[config.mk]
export PLATFORM = sky130hd
export DESIGN_NAME = black_frame_detector_unit
export DESIGN_NICKNAME = d
export VERILOG_FILES = /design/src/rtl/bfd_pkg.sv /design/src/rtl/bfd_ctrl.sv /design/src/rtl/bfd_datapath.sv /design/src/rtl/black_frame_detector_unit.sv
export SDC_FILE = /design/constraint.sdc
export NUM_CORES = 1
export LEC_CHECK = 0
export BUFFER_PORTS_ARGS = -buffer_cell sky130_fd_sc_hd__buf_2
export CORE_MARGIN = 2
export CORE_UTILIZATION = 35
export CTS_CLUSTER_DIAMETER = 50
export DETAILED_ROUTE_END_ITERATION = 10
export PLACE_DENSITY = 0.62
export SETUP_SLACK_MARGIN = 0.2
export SLEW_MARGIN = 20
export SYNTH_ARGS = -nofsm -noshare
export SYNTH_HDL_FRONTEND = slang
export SYNTH_SLANG_ARGS = --single-unit
[constraint.sdc]
create_clock -name clk -period 16.8 [get_ports clk]
set_input_delay 2.52 -clock clk [delete_from_list [all_inputs] [get_ports clk]]
set_output_delay 2.52 -clock clk [all_outputs]
set_load 0.05 [all_outputs]
[src/rtl/bfd_pkg.sv]
// ----------------------------------------------------------------------------
// bfd_pkg
// Shared types and constants for the black frame detector.
// ----------------------------------------------------------------------------
package bfd_pkg;

  localparam int unsigned PCT_FULL     = 100;
  localparam int unsigned DIV_STEPS    = 8;
  localparam int unsigned STEP_W       = $clog2(DIV_STEPS);

  localparam logic [6:0]  AMOUNT_RST   = 7'd98;
  localparam logic [8:0]  THRESH_RST   = 9'h020;
  localparam logic [12:0] WIDTH_RST    = 13'd720;
  localparam logic [12:0] HEIGHT_RST   = 13'd576;

  typedef enum logic [1:0] {
    REG_BLACK_AMOUNT    = 2'd0,
    REG_BLACK_THRESHOLD = 2'd1,
    REG_FRAME_WIDTH     = 2'd2,
    REG_FRAME_HEIGHT    = 2'd3
  } bfd_reg_t;

  typedef enum logic [1:0] {
    KIND_UNKNOWN = 2'd0,
    KIND_I       = 2'd1,
    KIND_P       = 2'd2,
    KIND_B       = 2'd3
  } bfd_kind_t;

  typedef struct packed {
    logic accept;
    logic mul_load;
    logic div_step;
    logic check;
    logic emit;
  } bfd_cmd_t;

  typedef struct packed {
    logic row_end;
    logic frame_end;
    logic failed;
    logic out_full;
  } bfd_sts_t;

endpackage

[src/rtl/bfd_ctrl.sv]
// ----------------------------------------------------------------------------
// bfd_ctrl
// Sequencer for the detector: pixel intake, row check division and report.
// ----------------------------------------------------------------------------
module bfd_ctrl
  import bfd_pkg::*;
(
  input  logic     clk,
  input  logic     rst_n,
  input  logic     in_valid,
  output logic     in_stall,
  output logic     cfg_ready,
  input  bfd_sts_t sts,
  output bfd_cmd_t cmd
);

  typedef enum logic [4:0] {
    S_IDLE  = 5'b00001,
    S_MUL   = 5'b00010,
    S_DIV   = 5'b00100,
    S_CHECK = 5'b01000,
    S_EMIT  = 5'b10000
  } state_t;

  localparam logic [STEP_W-1:0] STEP_LAST = STEP_W'(DIV_STEPS - 1);

  state_t            state_r, state_nxt;
  logic [STEP_W-1:0] step_r, step_nxt;
  logic              pend_r, pend_nxt;
  logic              accept;

  assign in_stall  = (state_r != S_IDLE);
  assign cfg_ready = (state_r == S_IDLE);
  assign accept    = in_valid && !in_stall;

  always_comb begin
    state_nxt = state_r;
    step_nxt  = step_r;
    pend_nxt  = pend_r;
    cmd       = '0;
    case (state_r)
      S_IDLE: begin
        cmd.accept = accept;
        if (accept && sts.row_end && !sts.failed) begin
          state_nxt = S_MUL;
          pend_nxt  = sts.frame_end;
        end else if (accept && sts.frame_end) begin
          state_nxt = S_EMIT;
        end
      end
      S_MUL: begin
        cmd.mul_load = 1'b1;
        step_nxt     = '0;
        state_nxt    = S_DIV;
      end
      S_DIV: begin
        cmd.div_step = 1'b1;
        step_nxt     = step_r + 1'b1;
        if (step_r == STEP_LAST) begin
          state_nxt = S_CHECK;
        end
      end
      S_CHECK: begin
        cmd.check = 1'b1;
        state_nxt = pend_r ? S_EMIT : S_IDLE;
      end
      S_EMIT: begin
        if (!sts.out_full) begin
          cmd.emit  = 1'b1;
          state_nxt = S_IDLE;
        end
      end
      default: begin
        state_nxt = S_IDLE;
      end
    endcase
  end

  always_ff @(posedge clk) begin
    if (!rst_n) begin
      state_r <= S_IDLE;
      step_r  <= '0;
      pend_r  <= 1'b0;
    end else begin
      state_r <= state_nxt;
      step_r  <= step_nxt;
      pend_r  <= pend_nxt;
    end
  end

  a_mul_then_div: assert property (@(posedge clk) disable iff (!rst_n)
    (state_r == S_MUL) |=> (state_r == S_DIV && step_r == '0))
    else $error("division did not start after the multiply");

  a_div_then_check: assert property (@(posedge clk) disable iff (!rst_n)
    (state_r == S_DIV && step_r == STEP_LAST) |=> (state_r == S_CHECK))
    else $error("row check did not follow the last division step");

  a_emit_free: assert property (@(posedge clk) disable iff (!rst_n)
    cmd.emit |-> !sts.out_full)
    else $error("report loaded while the output register was still held");

endmodule

[src/rtl/bfd_datapath.sv]
// ----------------------------------------------------------------------------
// bfd_datapath
// Configuration registers, pixel counters, restoring divider and output
// register of the detector.
// ----------------------------------------------------------------------------
module bfd_datapath
  import bfd_pkg::*;
#(
  parameter int unsigned MAX_WIDTH  = 4096,
  parameter int unsigned MAX_HEIGHT = 4096
) (
  input  logic        clk,
  input  logic        rst_n,
  input  logic        cfg_valid,
  input  logic        cfg_ready,
  input  logic [1:0]  cfg_index,
  input  logic [12:0] cfg_data,
  input  logic [7:0]  in_luma,
  input  logic [2:0]  in_picture_type,
  input  bfd_cmd_t    cmd,
  output bfd_sts_t    sts,
  output logic        out_valid,
  input  logic        out_stall,
  output logic        out_is_black,
  output logic [6:0]  out_black_percent,
  output logic [31:0] out_frame_number,
  output logic [31:0] out_last_key_number,
  output logic [1:0]  out_frame_kind
);

  localparam int unsigned WID_W = $clog2(MAX_WIDTH + 1);
  localparam int unsigned HGT_W = $clog2(MAX_HEIGHT + 1);
  localparam int unsigned COL_W = $clog2(MAX_WIDTH);
  localparam int unsigned ROW_W = $clog2(MAX_HEIGHT);
  localparam int unsigned CNT_W = $clog2(MAX_WIDTH * MAX_HEIGHT + 1);
  localparam int unsigned NUM_W = CNT_W + 7;

  logic [6:0]  amount_r;
  logic [8:0]  thresh_r;
  logic [12:0] width_cfg_r;
  logic [12:0] height_cfg_r;

  logic [CNT_W-1:0] cnt_r, cnt_nxt;
  logic [COL_W-1:0] col_r;
  logic [ROW_W-1:0] row_r;
  logic             failed_r;
  logic [6:0]       failed_pct_r;
  logic [6:0]       last_pct_r;
  logic [31:0]      frame_cnt_r;
  logic [31:0]      last_key_r;
  logic [1:0]       kind_r;

  logic [NUM_W-1:0] num_r;
  logic [WID_W-1:0] wid_r;
  logic [HGT_W-1:0] rows_r;
  logic [NUM_W-1:0] rem_r;
  logic [NUM_W-1:0] dsh_r;
  logic [7:0]       quo_r;
  logic             out_valid_r;

  logic [WID_W-1:0]       wid_c;
  logic [HGT_W-1:0]       hgt_c;
  logic [6:0]             amount_c;
  logic [WID_W+HGT_W-1:0] prod;
  logic [6:0]             pct;
  logic [1:0]             kind_c;
  logic                   dark;

  always_comb begin
    if (width_cfg_r == '0) begin
      wid_c = WID_W'(1);
    end else if (32'(width_cfg_r) > MAX_WIDTH) begin
      wid_c = WID_W'(MAX_WIDTH);
    end else begin
      wid_c = WID_W'(width_cfg_r);
    end
    if (height_cfg_r == '0) begin
      hgt_c = HGT_W'(1);
    end else if (32'(height_cfg_r) > MAX_HEIGHT) begin
      hgt_c = HGT_W'(MAX_HEIGHT);
    end else begin
      hgt_c = HGT_W'(height_cfg_r);
    end
  end

  assign amount_c  = (32'(amount_r) > PCT_FULL) ? 7'(PCT_FULL) : amount_r;
  assign dark      = ({1'b0, in_luma} < thresh_r);
  assign cnt_nxt   = cnt_r + CNT_W'(dark);
  assign kind_c    = in_picture_type[2] ? KIND_UNKNOWN : in_picture_type[1:0];
  assign prod      = wid_r * rows_r;

  assign sts.row_end   = (32'(col_r) + 32'd1 >= 32'(wid_c));
  assign sts.frame_end = sts.row_end && (32'(row_r) + 32'd1 >= 32'(hgt_c));
  assign sts.failed    = failed_r;
  assign sts.out_full  = out_valid_r && out_stall;

  always_comb begin
    if (quo_r[7] || (32'(quo_r[6:0]) > PCT_FULL)) begin
      pct = 7'(PCT_FULL);
    end else begin
      pct = quo_r[6:0];
    end
  end

  always_ff @(posedge clk) begin
    if (!rst_n) begin
      amount_r     <= AMOUNT_RST;
      thresh_r     <= THRESH_RST;
      width_cfg_r  <= WIDTH_RST;
      height_cfg_r <= HEIGHT_RST;
    end else if (cfg_valid && cfg_ready) begin
      case (cfg_index)
        REG_BLACK_AMOUNT:    amount_r     <= cfg_data[6:0];
        REG_BLACK_THRESHOLD: thresh_r     <= cfg_data[8:0];
        REG_FRAME_WIDTH:     width_cfg_r  <= cfg_data;
        REG_FRAME_HEIGHT:    height_cfg_r <= cfg_data;
        default: begin
        end
      endcase
    end
  end

  always_ff @(posedge clk) begin
    if (!rst_n) begin
      cnt_r        <= '0;
      col_r        <= '0;
      row_r        <= '0;
      failed_r     <= 1'b0;
      failed_pct_r <= '0;
      last_pct_r   <= '0;
      frame_cnt_r  <= '0;
      last_key_r   <= '0;
      out_valid_r  <= 1'b0;
    end else begin
      if (out_valid_r && !out_stall && !cmd.emit) begin
        out_valid_r <= 1'b0;
      end
      if (cmd.accept) begin
        cnt_r <= cnt_nxt;
        if (sts.row_end) begin
          col_r <= '0;
          if (!sts.frame_end) begin
            row_r <= row_r + 1'b1;
          end else if (kind_c == KIND_I) begin
            last_key_r <= frame_cnt_r;
          end
        end else begin
          col_r <= col_r + 1'b1;
        end
      end
      if (cmd.check) begin
        last_pct_r <= pct;
        if (pct < amount_c) begin
          failed_r     <= 1'b1;
          failed_pct_r <= pct;
        end
      end
      if (cmd.emit) begin
        out_valid_r  <= 1'b1;
        frame_cnt_r  <= frame_cnt_r + 1'b1;
        cnt_r        <= '0;
        row_r        <= '0;
        failed_r     <= 1'b0;
        failed_pct_r <= '0;
        last_pct_r   <= '0;
      end
    end
  end

  always_ff @(posedge clk) begin
    if (cmd.accept) begin
      num_r  <= NUM_W'(cnt_nxt) * NUM_W'(PCT_FULL);
      wid_r  <= wid_c;
      rows_r <= HGT_W'(32'(row_r) + 32'd1);
      kind_r <= kind_c;
    end
    if (cmd.mul_load) begin
      rem_r <= num_r;
      dsh_r <= NUM_W'({prod, 7'd0});
      quo_r <= '0;
    end else if (cmd.div_step) begin
      if (rem_r >= dsh_r) begin
        rem_r <= rem_r - dsh_r;
        quo_r <= {quo_r[6:0], 1'b1};
      end else begin
        quo_r <= {quo_r[6:0], 1'b0};
      end
      dsh_r <= dsh_r >> 1;
    end
    if (cmd.emit) begin
      out_is_black        <= !failed_r;
      out_black_percent   <= failed_r ? failed_pct_r : last_pct_r;
      out_frame_number    <= frame_cnt_r;
      out_last_key_number <= last_key_r;
      out_frame_kind      <= kind_r;
    end
  end

  assign out_valid = out_valid_r;

endmodule

[src/rtl/black_frame_detector_unit.sv]
// ----------------------------------------------------------------------------
// black_frame_detector_unit
// Counts dark luma pixels of a raster frame and reports whether it is black.
// ----------------------------------------------------------------------------
// The unit takes one pixel per clock inside a row. At the end of a row, while
// the frame has not yet failed, the input stalls while the unit forms width
// times rows, runs the restoring divider that produces one quotient bit per
// cycle, and compares the percentage with the required amount. The last pixel
// of a frame also stalls the input until the report is loaded, longer if the
// previous report is still held by the output side. Configuration writes are
// taken only while no pixel is in work.
module black_frame_detector_unit
  import bfd_pkg::*;
#(
  parameter int unsigned MAX_WIDTH  = 4096,
  parameter int unsigned MAX_HEIGHT = 4096
) (
  input  logic        clk,
  input  logic        rst_n,
  input  logic        cfg_valid,
  output logic        cfg_ready,
  input  logic [1:0]  cfg_index,
  input  logic [12:0] cfg_data,
  input  logic        in_valid,
  output logic        in_stall,
  input  logic [7:0]  in_luma,
  input  logic [2:0]  in_picture_type,
  output logic        out_valid,
  input  logic        out_stall,
  output logic        out_is_black,
  output logic [6:0]  out_black_percent,
  output logic [31:0] out_frame_number,
  output logic [31:0] out_last_key_number,
  output logic [1:0]  out_frame_kind
);

  bfd_cmd_t cmd;
  bfd_sts_t sts;

  bfd_ctrl u_ctrl (
    .clk       (clk),
    .rst_n     (rst_n),
    .in_valid  (in_valid),
    .in_stall  (in_stall),
    .cfg_ready (cfg_ready),
    .sts       (sts),
    .cmd       (cmd)
  );

  bfd_datapath #(
    .MAX_WIDTH  (MAX_WIDTH),
    .MAX_HEIGHT (MAX_HEIGHT)
  ) u_datapath (
    .clk                 (clk),
    .rst_n               (rst_n),
    .cfg_valid           (cfg_valid),
    .cfg_ready           (cfg_ready),
    .cfg_index           (cfg_index),
    .cfg_data            (cfg_data),
    .in_luma             (in_luma),
    .in_picture_type     (in_picture_type),
    .cmd                 (cmd),
    .sts                 (sts),
    .out_valid           (out_valid),
    .out_stall           (out_stall),
    .out_is_black        (out_is_black),
    .out_black_percent   (out_black_percent),
    .out_frame_number    (out_frame_number),
    .out_last_key_number (out_last_key_number),
    .out_frame_kind      (out_frame_kind)
  );

endmodule
==> results_tabular.tex, run 1 <==
\begin{tabular}{lr}
\hline
Metric & Value \\
\hline
\multicolumn{2}{l}{\textbf{Outcome}} \\
Run status & complete, no violations \\
\multicolumn{2}{l}{\textbf{Global routing}} \\
Global-route wire length before repair & a little over 90000 um \\
Vias in the first global route & between 15000 and 20000 \\
Remaining global-route overflow & 0 \\
Largest net degree at the start of global routing & just over 70 \\
Number of antenna violations at the first check in global routing & 8 \\
Total track usage & between 10\% and 20\% \\
\multicolumn{2}{l}{\textbf{Routing}} \\
DRC violation total after the first TritonRoute iteration & between 1000 and 1500 \\
Vias & between 15000 and 20000 \\
Routed Antenna Nets & 0 \\
Remaining routing DRC violations & 0 \\
Post-DR vias/cell & 4.92 \\
Wire length per cell & roughly 15 um \\
Drt first pass iters & 5 \\
Routed Wire Length & $\sim$57000 um \\
\multicolumn{2}{l}{\textbf{Logic synthesis}} \\
Most used flip-flop cell after synthesis & sky130\_fd\_sc\_hd\_\_dfxtp\_1 \\
Compound-gate portion of the synthesized area & between 10\% and 20\% \\
Dominant combinational cell family by area after synthesis & adder cells \\
Syn Inst Count & 2710 \\
Count of flip-flops with a built-in enable after synthesis & between 150 and 200 \\
Xor/xnor cell area share of the yosys netlist & under 10\% \\
Share of synthesized area spent on multiplexers & under 10\% \\
Share of synthesized cell area in full adder, half adder and majority cells & between 20\% and 30\% \\
Number of warnings issued by yosys & 0 \\
Number of nets in the synthesized netlist & between 3000 and 4000 \\
Post-synthesis async set-or-reset flop share & 0\% \\
Simple logic cell fraction of the synthesized area & between 10\% and 20\% \\
Post-synthesis instance area & 25700 um2 \\
Mean post-synth cell area & approximately 9.5 um2 \\
Post-synthesis cell type count & 73 \\
Portion of the post-synthesis area used by sequential elements & a little under two fifths \\
Post-synthesis register bit count & around 380 \\
\multicolumn{2}{l}{\textbf{Power}} \\
Power density relative to cell area & between 150 and 200 nW/um2 \\
Peak VDD IR & 0.000167 V \\
Leak pwr & about 13 nW \\
Sequential share of power & between 20\% and 30\% \\
Switching power & 1.85 mW \\
Part of the total power dissipated in the clock network & a little under a quarter \\
Cell internal power dissipation & approximately 2.7 mW \\
Switching share of total power & between 40\% and 50\% \\
Combinational cell fraction of total power & a little over half \\
\multicolumn{2}{l}{\textbf{Die}} \\
Initial cell density of the core & a little over a third \\
Site row count & 99 \\
Y dimension of the die & around 280 um \\
Core Area & roughly 73000 um2 \\
Width of the die & 275 um \\
Top Ports & $\sim$110 \\
Die Outline Area & 75700 um2 \\
\multicolumn{2}{l}{\textbf{Worst setup path}} \\
Worst Reg-to-Reg Cells & 30 \\
Register-to-Register Setup Slack & $\sim$9.8 ns \\
Reg-to-Reg End & u\_datapath.num\_r[28] \\
Critical path peak fanout & 7 \\
Most used cell, CP & sky130\_fd\_sc\_hd\_\_ha\_1 \\
CP Class & in2reg \\
Startpoint of the worst register-to-register path & u\_datapath.thresh\_r[1] \\
Startpoint class of the critical path & input pin \\
Largest incremental delay on the critical path & slightly below 0.5 ns \\
Critical Path RT & approximately 17 ns \\
Endpoint type of the worst setup path & flip-flop \\
Data arrival time at the worst-slack endpoint & 8.98 ns \\
Worst-path cell with the longest stage delay & sky130\_fd\_sc\_hd\_\_fa\_1 \\
\multicolumn{2}{l}{\textbf{Placed design}} \\
HPWL after DPL & 41500 um \\
Area after detailed placement & roughly 27000 um2 \\
Count of port buffers added during placement & 107 \\
Final RePlAce weighted congestion & 0.828 \\
DP Cell Count & about 3700 \\
\multicolumn{2}{l}{\textbf{STA}} \\
Ratio of final minimum period to clock period & between 50\% and 60\% \\
Unrepaired setup endpoints after global routing & no \\
Normalized max-slew margin & 28.8\% \\
Final min period & a little under 9 ns \\
Post-route setup TNS & 0 ns \\
Maximum clock rate & around 0.12 GHz \\
Pins over their slew limit & 0 \\
Finish-stage setup viols & 0 \\
Clock Skews & $\sim$0.054 ns \\
Tightest Pin Transition & around 1.1 ns \\
Hold Vio Cnt, Final & 0 \\
\multicolumn{2}{l}{\textbf{Clock tree}} \\
Insertion delay of the later-clocked pin in the worst-skew pair & approximately 0.61 ns \\
Clk Tree Root Cell & sky130\_fd\_sc\_hd\_\_clkbuf\_16 \\
Clock transition at path regs & about 0.060 ns \\
Sink Count & 384 \\
TritonCTS clock tree & yes \\
Post-cts resize count & 0 \\
Maximum clock path buffer count & 3 \\
\# Post-CTS Setup Buffers & 0 \\
Clock buffers created by TritonCTS & 44 \\
CTS Hold Buffers Added & 0 \\
Level count of the clock H-tree & 2 \\
\multicolumn{2}{l}{\textbf{Hold path}} \\
Hold path endpoint & u\_datapath.out\_frame\_kind[0] \\
Startpoint of the lowest-slack hold path & u\_datapath.kind\_r[0] \\
Class of the tightest hold or removal check & reg2reg \\
Cell count of the worst hold path & 0 \\
\multicolumn{2}{l}{\textbf{Cells and area}} \\
Post-route standard cell area excluding fillers & about 29000 um2 \\
Final non-filler cell total & between 3000 and 4000 \\
Post-layout net count & about 3200 \\
Layout Area Growth over Synthesis & 12.0\% \\
Ratio of cells with drive above 1 in the final layout & 8.03\% \\
\multicolumn{2}{l}{\textbf{Job}} \\
Max-cap violations & 0 \\
\hline
\end{tabular}
## Yosys cell counts (8+ instances only)
cell	instances	area, um2
sky130_fd_sc_hd__nor3_1	24	120
sky130_fd_sc_hd__a21o_1	49	368
sky130_fd_sc_hd__o211ai_1	13	97.6
sky130_fd_sc_hd__clkbuf_1	88	330
sky130_fd_sc_hd__nor4_1	9	56.3
sky130_fd_sc_hd__nand2b_1	9	56.3
sky130_fd_sc_hd__buf_1	16	60.1
sky130_fd_sc_hd__edfxtp_1	189	5680
sky130_fd_sc_hd__mux2i_1	57	571
sky130_fd_sc_hd__o21bai_1	13	97.6
sky130_fd_sc_hd__and2_1	70	438
sky130_fd_sc_hd__or3_1	22	138
sky130_fd_sc_hd__inv_1	313	1170
sky130_fd_sc_hd__ha_1	224	2800
sky130_fd_sc_hd__fa_1	140	2800
sky130_fd_sc_hd__nand3_1	66	330
sky130_fd_sc_hd__xnor2_1	69	604
sky130_fd_sc_hd__a211oi_1	13	97.6
sky130_fd_sc_hd__xor2_1	90	788
sky130_fd_sc_hd__or4_1	8	60.1
sky130_fd_sc_hd__a21boi_0	21	158
sky130_fd_sc_hd__dfxtp_1	195	3900
sky130_fd_sc_hd__a21oi_1	121	606
sky130_fd_sc_hd__o21ai_0	70	350
sky130_fd_sc_hd__and4_1	11	96.3
sky130_fd_sc_hd__nand2_1	398	1490
sky130_fd_sc_hd__a41o_1	8	80.1
sky130_fd_sc_hd__nand4_1	21	131
sky130_fd_sc_hd__a31oi_1	20	125
sky130_fd_sc_hd__nor2b_1	30	188
sky130_fd_sc_hd__nor2_1	165	619
sky130_fd_sc_hd__o31ai_1	13	97.6
sky130_fd_sc_hd__o22ai_1	14	87.6
sky130_fd_sc_hd__and3_1	42	263
sky130_fd_sc_hd__o21a_1	11	82.6
## critical path: cells and delay by family
family	cells	cell delay, ns
and+or+nand+nor	9	1.89
xor gates and xnor gates	2	0.35
adders and majority gates	7	2.06
buffers and inverters	3	0.19
AOI/OAI and AO/OA	9	1.96
## worst max path at each step
| stage | from | endpoint | slack [ns] | cells after the start |
|---|---|---|---|---|
| 6_report | in_luma[1] | u_datapath.num_r[28] | 8.15 | 30 |
| 5_1_grt | in_luma[1] | u_datapath.num_r[31] | 7.57 | 29 |
| 4_1_cts | in_luma[1] | u_datapath.num_r[28] | 8.10 | 30 |
| 3_5_place_dp | in_luma[1] | u_datapath.num_r[28] | 7.50 | 30 |
| 3_3_place_gp | in_luma[1] | u_datapath.num_r[28] | 7.51 | 30 |
| 2_1_floorplan | in_luma[1] | u_datapath.num_r[28] | 8.17 | 30 |
## cells by family (layout without fill, tap and decap cells)
kind of cell               after synthesis  count (layout)
DFF                                    384             384
other                                    0               5
adders and majority gates              364             364
buffers and inverters                  422             513
AOI/OAI and AO/OA                      413             413
muxes                                   64              64
xor gates and xnor gates               159             159
and+or+nand+nor                        904             904
## sequential cells by signal (all words and copies together) (netlist names), 8 cells and up
signal and cells:
u_datapath.dsh_r 32, u_datapath.frame_cnt_r 32, u_datapath.last_key_r 32, u_datapath.out_frame_number 32, u_datapath.out_last_key_number 32, u_datapath.rem_r 32
u_datapath.num_r 30, u_datapath.cnt_r 25, u_datapath.height_cfg_r 13, u_datapath.rows_r 13, u_datapath.wid_r 13, u_datapath.width_cfg_r 13
u_datapath.col_r 12, u_datapath.row_r 12, u_datapath.thresh_r 9, u_datapath.quo_r 8
## through the flow
| step | utilization [%] | hold slack (ns) | setup WS, ns | power, mW |
|---|---|---|---|---|
| 2_1_floorplan | - | 0.400 | 8.17 | 2.97 |
| 3_3_place_gp | 37.3 | 0.402 | 7.51 | 3.54 |
| 3_5_place_dp | 37.3 | 0.405 | 7.50 | 3.55 |
| 4_1_cts | 39.6 | 0.418 | 8.10 | 4.62 |
| 5_1_grt | 39.6 | 0.433 | 7.57 | 4.99 |
| 6_report | 39.6 | 0.417 | 8.15 | 4.54 |
## layout make-up
class | instances | area, um2
flip-flops and latches | 384 | 9580
inverters | 313 | 1180
clock buffers | 54 | 1210
clock inverters | 26 | 410
diodes | 5 | 12.5
repair buffers | 120 | 636
well taps | 959 | 1200
multi-input cells | 1904 | 14600
fillers | 7251 | 44000
## cells in the final DEF, fill, tap and decap left out, types with 90 or more instances in the layout
| cell | netlist | routed |
|---|---|---|
| sky130_fd_sc_hd__a21oi_1 | 121 | 121 |
| sky130_fd_sc_hd__xor2_1 | 90 | 90 |
| sky130_fd_sc_hd__inv_1 | 313 | 311 |
| sky130_fd_sc_hd__buf_2 | 5 | 106 |
| sky130_fd_sc_hd__fa_1 | 140 | 140 |
| sky130_fd_sc_hd__nand2_1 | 398 | 397 |
| sky130_fd_sc_hd__nor2_1 | 165 | 165 |
| sky130_fd_sc_hd__ha_1 | 224 | 224 |
| sky130_fd_sc_hd__edfxtp_1 | 189 | 189 |
| sky130_fd_sc_hd__dfxtp_1 | 195 | 195 |
## power groups by stage
stage                     combinational [mW]  clock, mW  sequential, mW
after floorplan                         1.91          0            1.07
after global placement                  2.43          0            1.11
after detailed placement                2.44          0            1.11
after CTS                               2.46       1.07            1.09
after global routing                    2.78       1.11            1.10
final                                   2.39       1.05            1.09
## layer usage
layer / global-route usage (%) / up-vias / wire length, um
li1: - / 9276 / -
met1: 20.9 / 8898 / 27200
met2: 23.9 / 274 / 26100
met3: 2.69 / 66 / 2200
met4: 3.49 / 8 / 1010
met5: 0 / - / 43
Note: power is estimated with default switching activity, not from simulation.
==> run 2, diff against run 1 <==
--- a/config.mk
+++ b/config.mk
@@ -5,6 +5,7 @@
 export SDC_FILE = /design/constraint.sdc
 export NUM_CORES = 1
 export LEC_CHECK = 0
+export ABC_AREA = 1
 export BUFFER_PORTS_ARGS = -buffer_cell sky130_fd_sc_hd__buf_2
 export CORE_MARGIN = 2
 export CORE_UTILIZATION = 35
==> constraint.sdc (replaced) <==
create_clock -name clk -period 8.2 [get_ports clk]
set_input_delay 1.23 -clock clk [delete_from_list [all_inputs] [get_ports clk]]
set_output_delay 1.23 -clock clk [all_outputs]
set_load 0.05 [all_outputs]
==> run 2 against run 1 <==
Global-route usage rose by 2.1 points. Count of clock-buffer cells in the layout rose by 10. Critical endpoint is now u_datapath.num_r[31]. Setup slack got worse by 6.1 ns. Clock skew fell by 0.022 ns. Non-clock buffer count fell by 3. Critical path type unchanged. Critical path depth fell by 1. Via count rose by 13%.
==> results_tabular.tex, run 2 <==
\begin{tabular}{lr}
\hline
Metric & Value \\
\hline
\multicolumn{2}{l}{\textbf{Logic synthesis}} \\
Most frequent cell after synthesis & sky130\_fd\_sc\_hd\_\_nand2\_1 \\
Xor/xnor cell area share of the yosys netlist & approximately 3.1\% \\
Simple logic cell fraction of the synthesized area & 18.9\% \\
Most used flip-flop cell after synthesis & sky130\_fd\_sc\_hd\_\_dfxtp\_1 \\
Post-synthesis instance area & $\sim$27000 um2 \\
Share of synthesized cell area in full adder, half adder and majority cells & 21.1\% \\
Dominant combinational cell family by area after synthesis & adder cells \\
Post-synthesis async set-or-reset flop share & 0\% \\
Count of flip-flops with a built-in enable after synthesis & between 150 and 200 \\
Number of nets in the synthesized netlist & approximately 3600 \\
Share of synthesized area spent on multiplexers & 0\% \\
Leading area contributor after synthesis & sky130\_fd\_sc\_hd\_\_edfxtp\_1 \\
Mean post-synth cell area & 8.18 um2 \\
Compound-gate portion of the synthesized area & roughly 11\% \\
Number of warnings issued by yosys & 0 \\
Largest cells by area after synthesis & sky130\_fd\_sc\_hd\_\_edfxtp\_1 (21\%), sky130\_fd\_sc\_hd\_\_dfxtp\_1 (15\%), sky130\_fd\_sc\_hd\_\_fa\_1 (11\%) \\
Portion of the post-synthesis area used by sequential elements & about 36\% \\
List of most frequent post-synthesis cells & sky130\_fd\_sc\_hd\_\_nand2\_1 (662), sky130\_fd\_sc\_hd\_\_inv\_1 (588), sky130\_fd\_sc\_hd\_\_nor2\_1 (266) \\
Area share of the leading cell type in the synthesized netlist & between 20\% and 30\% \\
Post-synthesis cell type count & 51 \\
Syn Inst Count & 3240 \\
Post-synthesis register bit count & 384 \\
\multicolumn{2}{l}{\textbf{STA}} \\
Post-route setup TNS & 0 ns \\
Normalized max-slew margin & between 30\% and 40\% \\
Maximum clock rate & 0.164 GHz \\
Unrepaired setup endpoints after global routing & no \\
Pins over their slew limit & 0 \\
Tightest Pin Transition & between 0.9 and 1 ns \\
Final min period & 6.10 ns \\
Clock Skews & approximately 0.032 ns \\
Hold Vio Cnt, Final & 0 \\
Ratio of final minimum period to clock period & between 70\% and 80\% \\
Finish-stage setup viols & 0 \\
\multicolumn{2}{l}{\textbf{Die}} \\
Width of the die & 279 um \\
Site row count & 100 \\
Top Ports & around 110 \\
Die Outline Area & roughly 78000 um2 \\
Initial cell density of the core & 35.5\% \\
Y dimension of the die & 279 um \\
Core Area & about 75000 um2 \\
\multicolumn{2}{l}{\textbf{Routing}} \\
Vias & approximately 21000 \\
Remaining routing DRC violations & 0 \\
Wire length per cell & between 15 and 20 um \\
Post-DR vias/cell & 4.83 \\
Routed Wire Length & 65700 um \\
Routed Antenna Nets & 0 \\
Drt first pass iters & 5 \\
DRC violation total after the first TritonRoute iteration & about 1300 \\
\multicolumn{2}{l}{\textbf{Hold path}} \\
Class of the tightest hold or removal check & reg2reg \\
\multicolumn{2}{l}{\textbf{Cells and area}} \\
Final non-filler cell total & about 4300 \\
Layout Area Growth over Synthesis & 12.0\% \\
Most frequent standard cell in the layout excluding fill and tap cells & sky130\_fd\_sc\_hd\_\_nand2\_1 \\
Post-layout net count & around 3700 \\
Ratio of cells with drive above 1 in the final layout & around 7.4\% \\
Leading cell types in the layout, fill and taps excluded & sky130\_fd\_sc\_hd\_\_nand2\_1 (662), sky130\_fd\_sc\_hd\_\_inv\_1 (587), sky130\_fd\_sc\_hd\_\_nor2\_1 (266) \\
Antenna diode instance count & 0 \\
\multicolumn{2}{l}{\textbf{Clock tree}} \\
Clk Tree Root Cell & sky130\_fd\_sc\_hd\_\_clkbuf\_16 \\
Post-cts resize count & 0 \\
Insertion delay of the later-clocked pin in the worst-skew pair & around 0.6 ns \\
\# Post-CTS Setup Buffers & 0 \\
TritonCTS clock tree & yes \\
CTS Hold Buffers Added & 0 \\
Level count of the clock H-tree & 2 \\
Clock transition at path regs & 0.06 ns \\
Sink Count & between 300 and 400 \\
Clock buffers created by TritonCTS & 48 \\
Maximum clock path buffer count & 3 \\
\multicolumn{2}{l}{\textbf{Placed design}} \\
Count of port buffers added during placement & around 110 \\
HPWL after DPL & approximately 50000 um \\
DP Cell Count & between 4000 and 5000 \\
Final RePlAce weighted congestion & roughly 0.9 \\
\multicolumn{2}{l}{\textbf{Job}} \\
Max-cap violations & 0 \\
\multicolumn{2}{l}{\textbf{Worst setup path}} \\
Critical Path RT & $\sim$8.5 ns \\
Data arrival time at the worst-slack endpoint & roughly 6.5 ns \\
Worst-path cell with the longest stage delay & sky130\_fd\_sc\_hd\_\_fa\_1 \\
Largest incremental delay on the critical path & 0.49 ns \\
CP Class & in2reg \\
Most used cell, CP & sky130\_fd\_sc\_hd\_\_ha\_1 \\
Endpoint type of the worst setup path & flip-flop \\
Startpoint class of the critical path & input pin \\
Critical path peak fanout & 7 \\
\multicolumn{2}{l}{\textbf{Global routing}} \\
Total track usage & between 10\% and 20\% \\
Number of antenna violations at the first check in global routing & 0 \\
Vias in the first global route & between 20000 and 25000 \\
Global-route wire length before repair & between 100000 and 150000 um \\
Largest net degree at the start of global routing & 70 \\
Remaining global-route overflow & 0 \\
\multicolumn{2}{l}{\textbf{Outcome}} \\
Run status & complete, no violations \\
\hline
\end{tabular}
-- run 2: changes by cell type after synthesis, sizes merged, moves of 42 or more --
cell,change
a21oi,+103
and2,-68
nand2,+267
o21ai,+169
mux2i,-57
inv,+282
nor2,+114
xnor2,-42
-- run 2: cell families after synthesis --
kind of cell / Yosys count
AND/OR/NAND/NOR: 1180
XOR/XNOR: 95
AO/OA/AOI/OAI: 535
buffers and inverters: 682
adder cells (fa/ha/maj): 364
flip-flops: 384
-- run 2: metrics by stage --
step	util [%]	hold WS (ns)	setup WS (ns)	cell area [um2]
floorplan	-	0.400	2.18	26500
global placement	37.5	0.404	1.52	28000
detailed placement	37.5	0.410	1.53	28000
CTS	39.7	0.425	2.12	29700
global route	39.7	0.432	1.66	29700
finish	39.7	0.423	2.10	29700
-- run 2: metal layers --
metal / up-vias / track usage, % / routed length, um
li1: 10600 / - / -
met1: 9797 / 22.7 / 30800
met2: 424 / 28.5 / 30400
met3: 109 / 2.43 / 2780
met4: 0 / 5.09 / 1780
met5: - / 0 / 0
-- run 2: layout make-up --
class | count | area (um2)
Clock buffer | 64 | 1360
Clock inverter | 26 | 335
Fill cell | 7437 | 45000
Inverter | 597 | 2240
Multi-Input combinational cell | 2174 | 14300
Sequential cell | 384 | 9580
Tap cell | 969 | 1210
Timing Repair Buffer | 117 | 611
-- run 2: path summary, 6_finish.rpt --
kind         slack (ns)                 startpoint  cells past startpoint                            endpoint
max                2.10                 in_luma[4]                     29                u_datapath.num_r[31]
min                0.42  u_datapath.last_key_r[14]                      0  u_datapath.out_last_key_number[14]
min reg2reg        0.42  u_datapath.last_key_r[14]                      0  u_datapath.out_last_key_number[14]
max reg2reg        2.45        u_datapath.wid_r[3]                     19                u_datapath.dsh_r[28]
-- run 2: worst max-delay path: cells and delay by family --
family	cells	cell delay, ns
XOR/XNOR	1	0.31
buffers and inverters	4	0.30
AO/OA/AOI/OAI	7	1.32
AND/OR/NAND/NOR	10	1.14
adder cells (fa/ha/maj)	7	2.13
Power of run 2 is left out: the tool's default activity adds up to more than one toggle a clock period on the data nets, which glitch-free logic cannot reach.
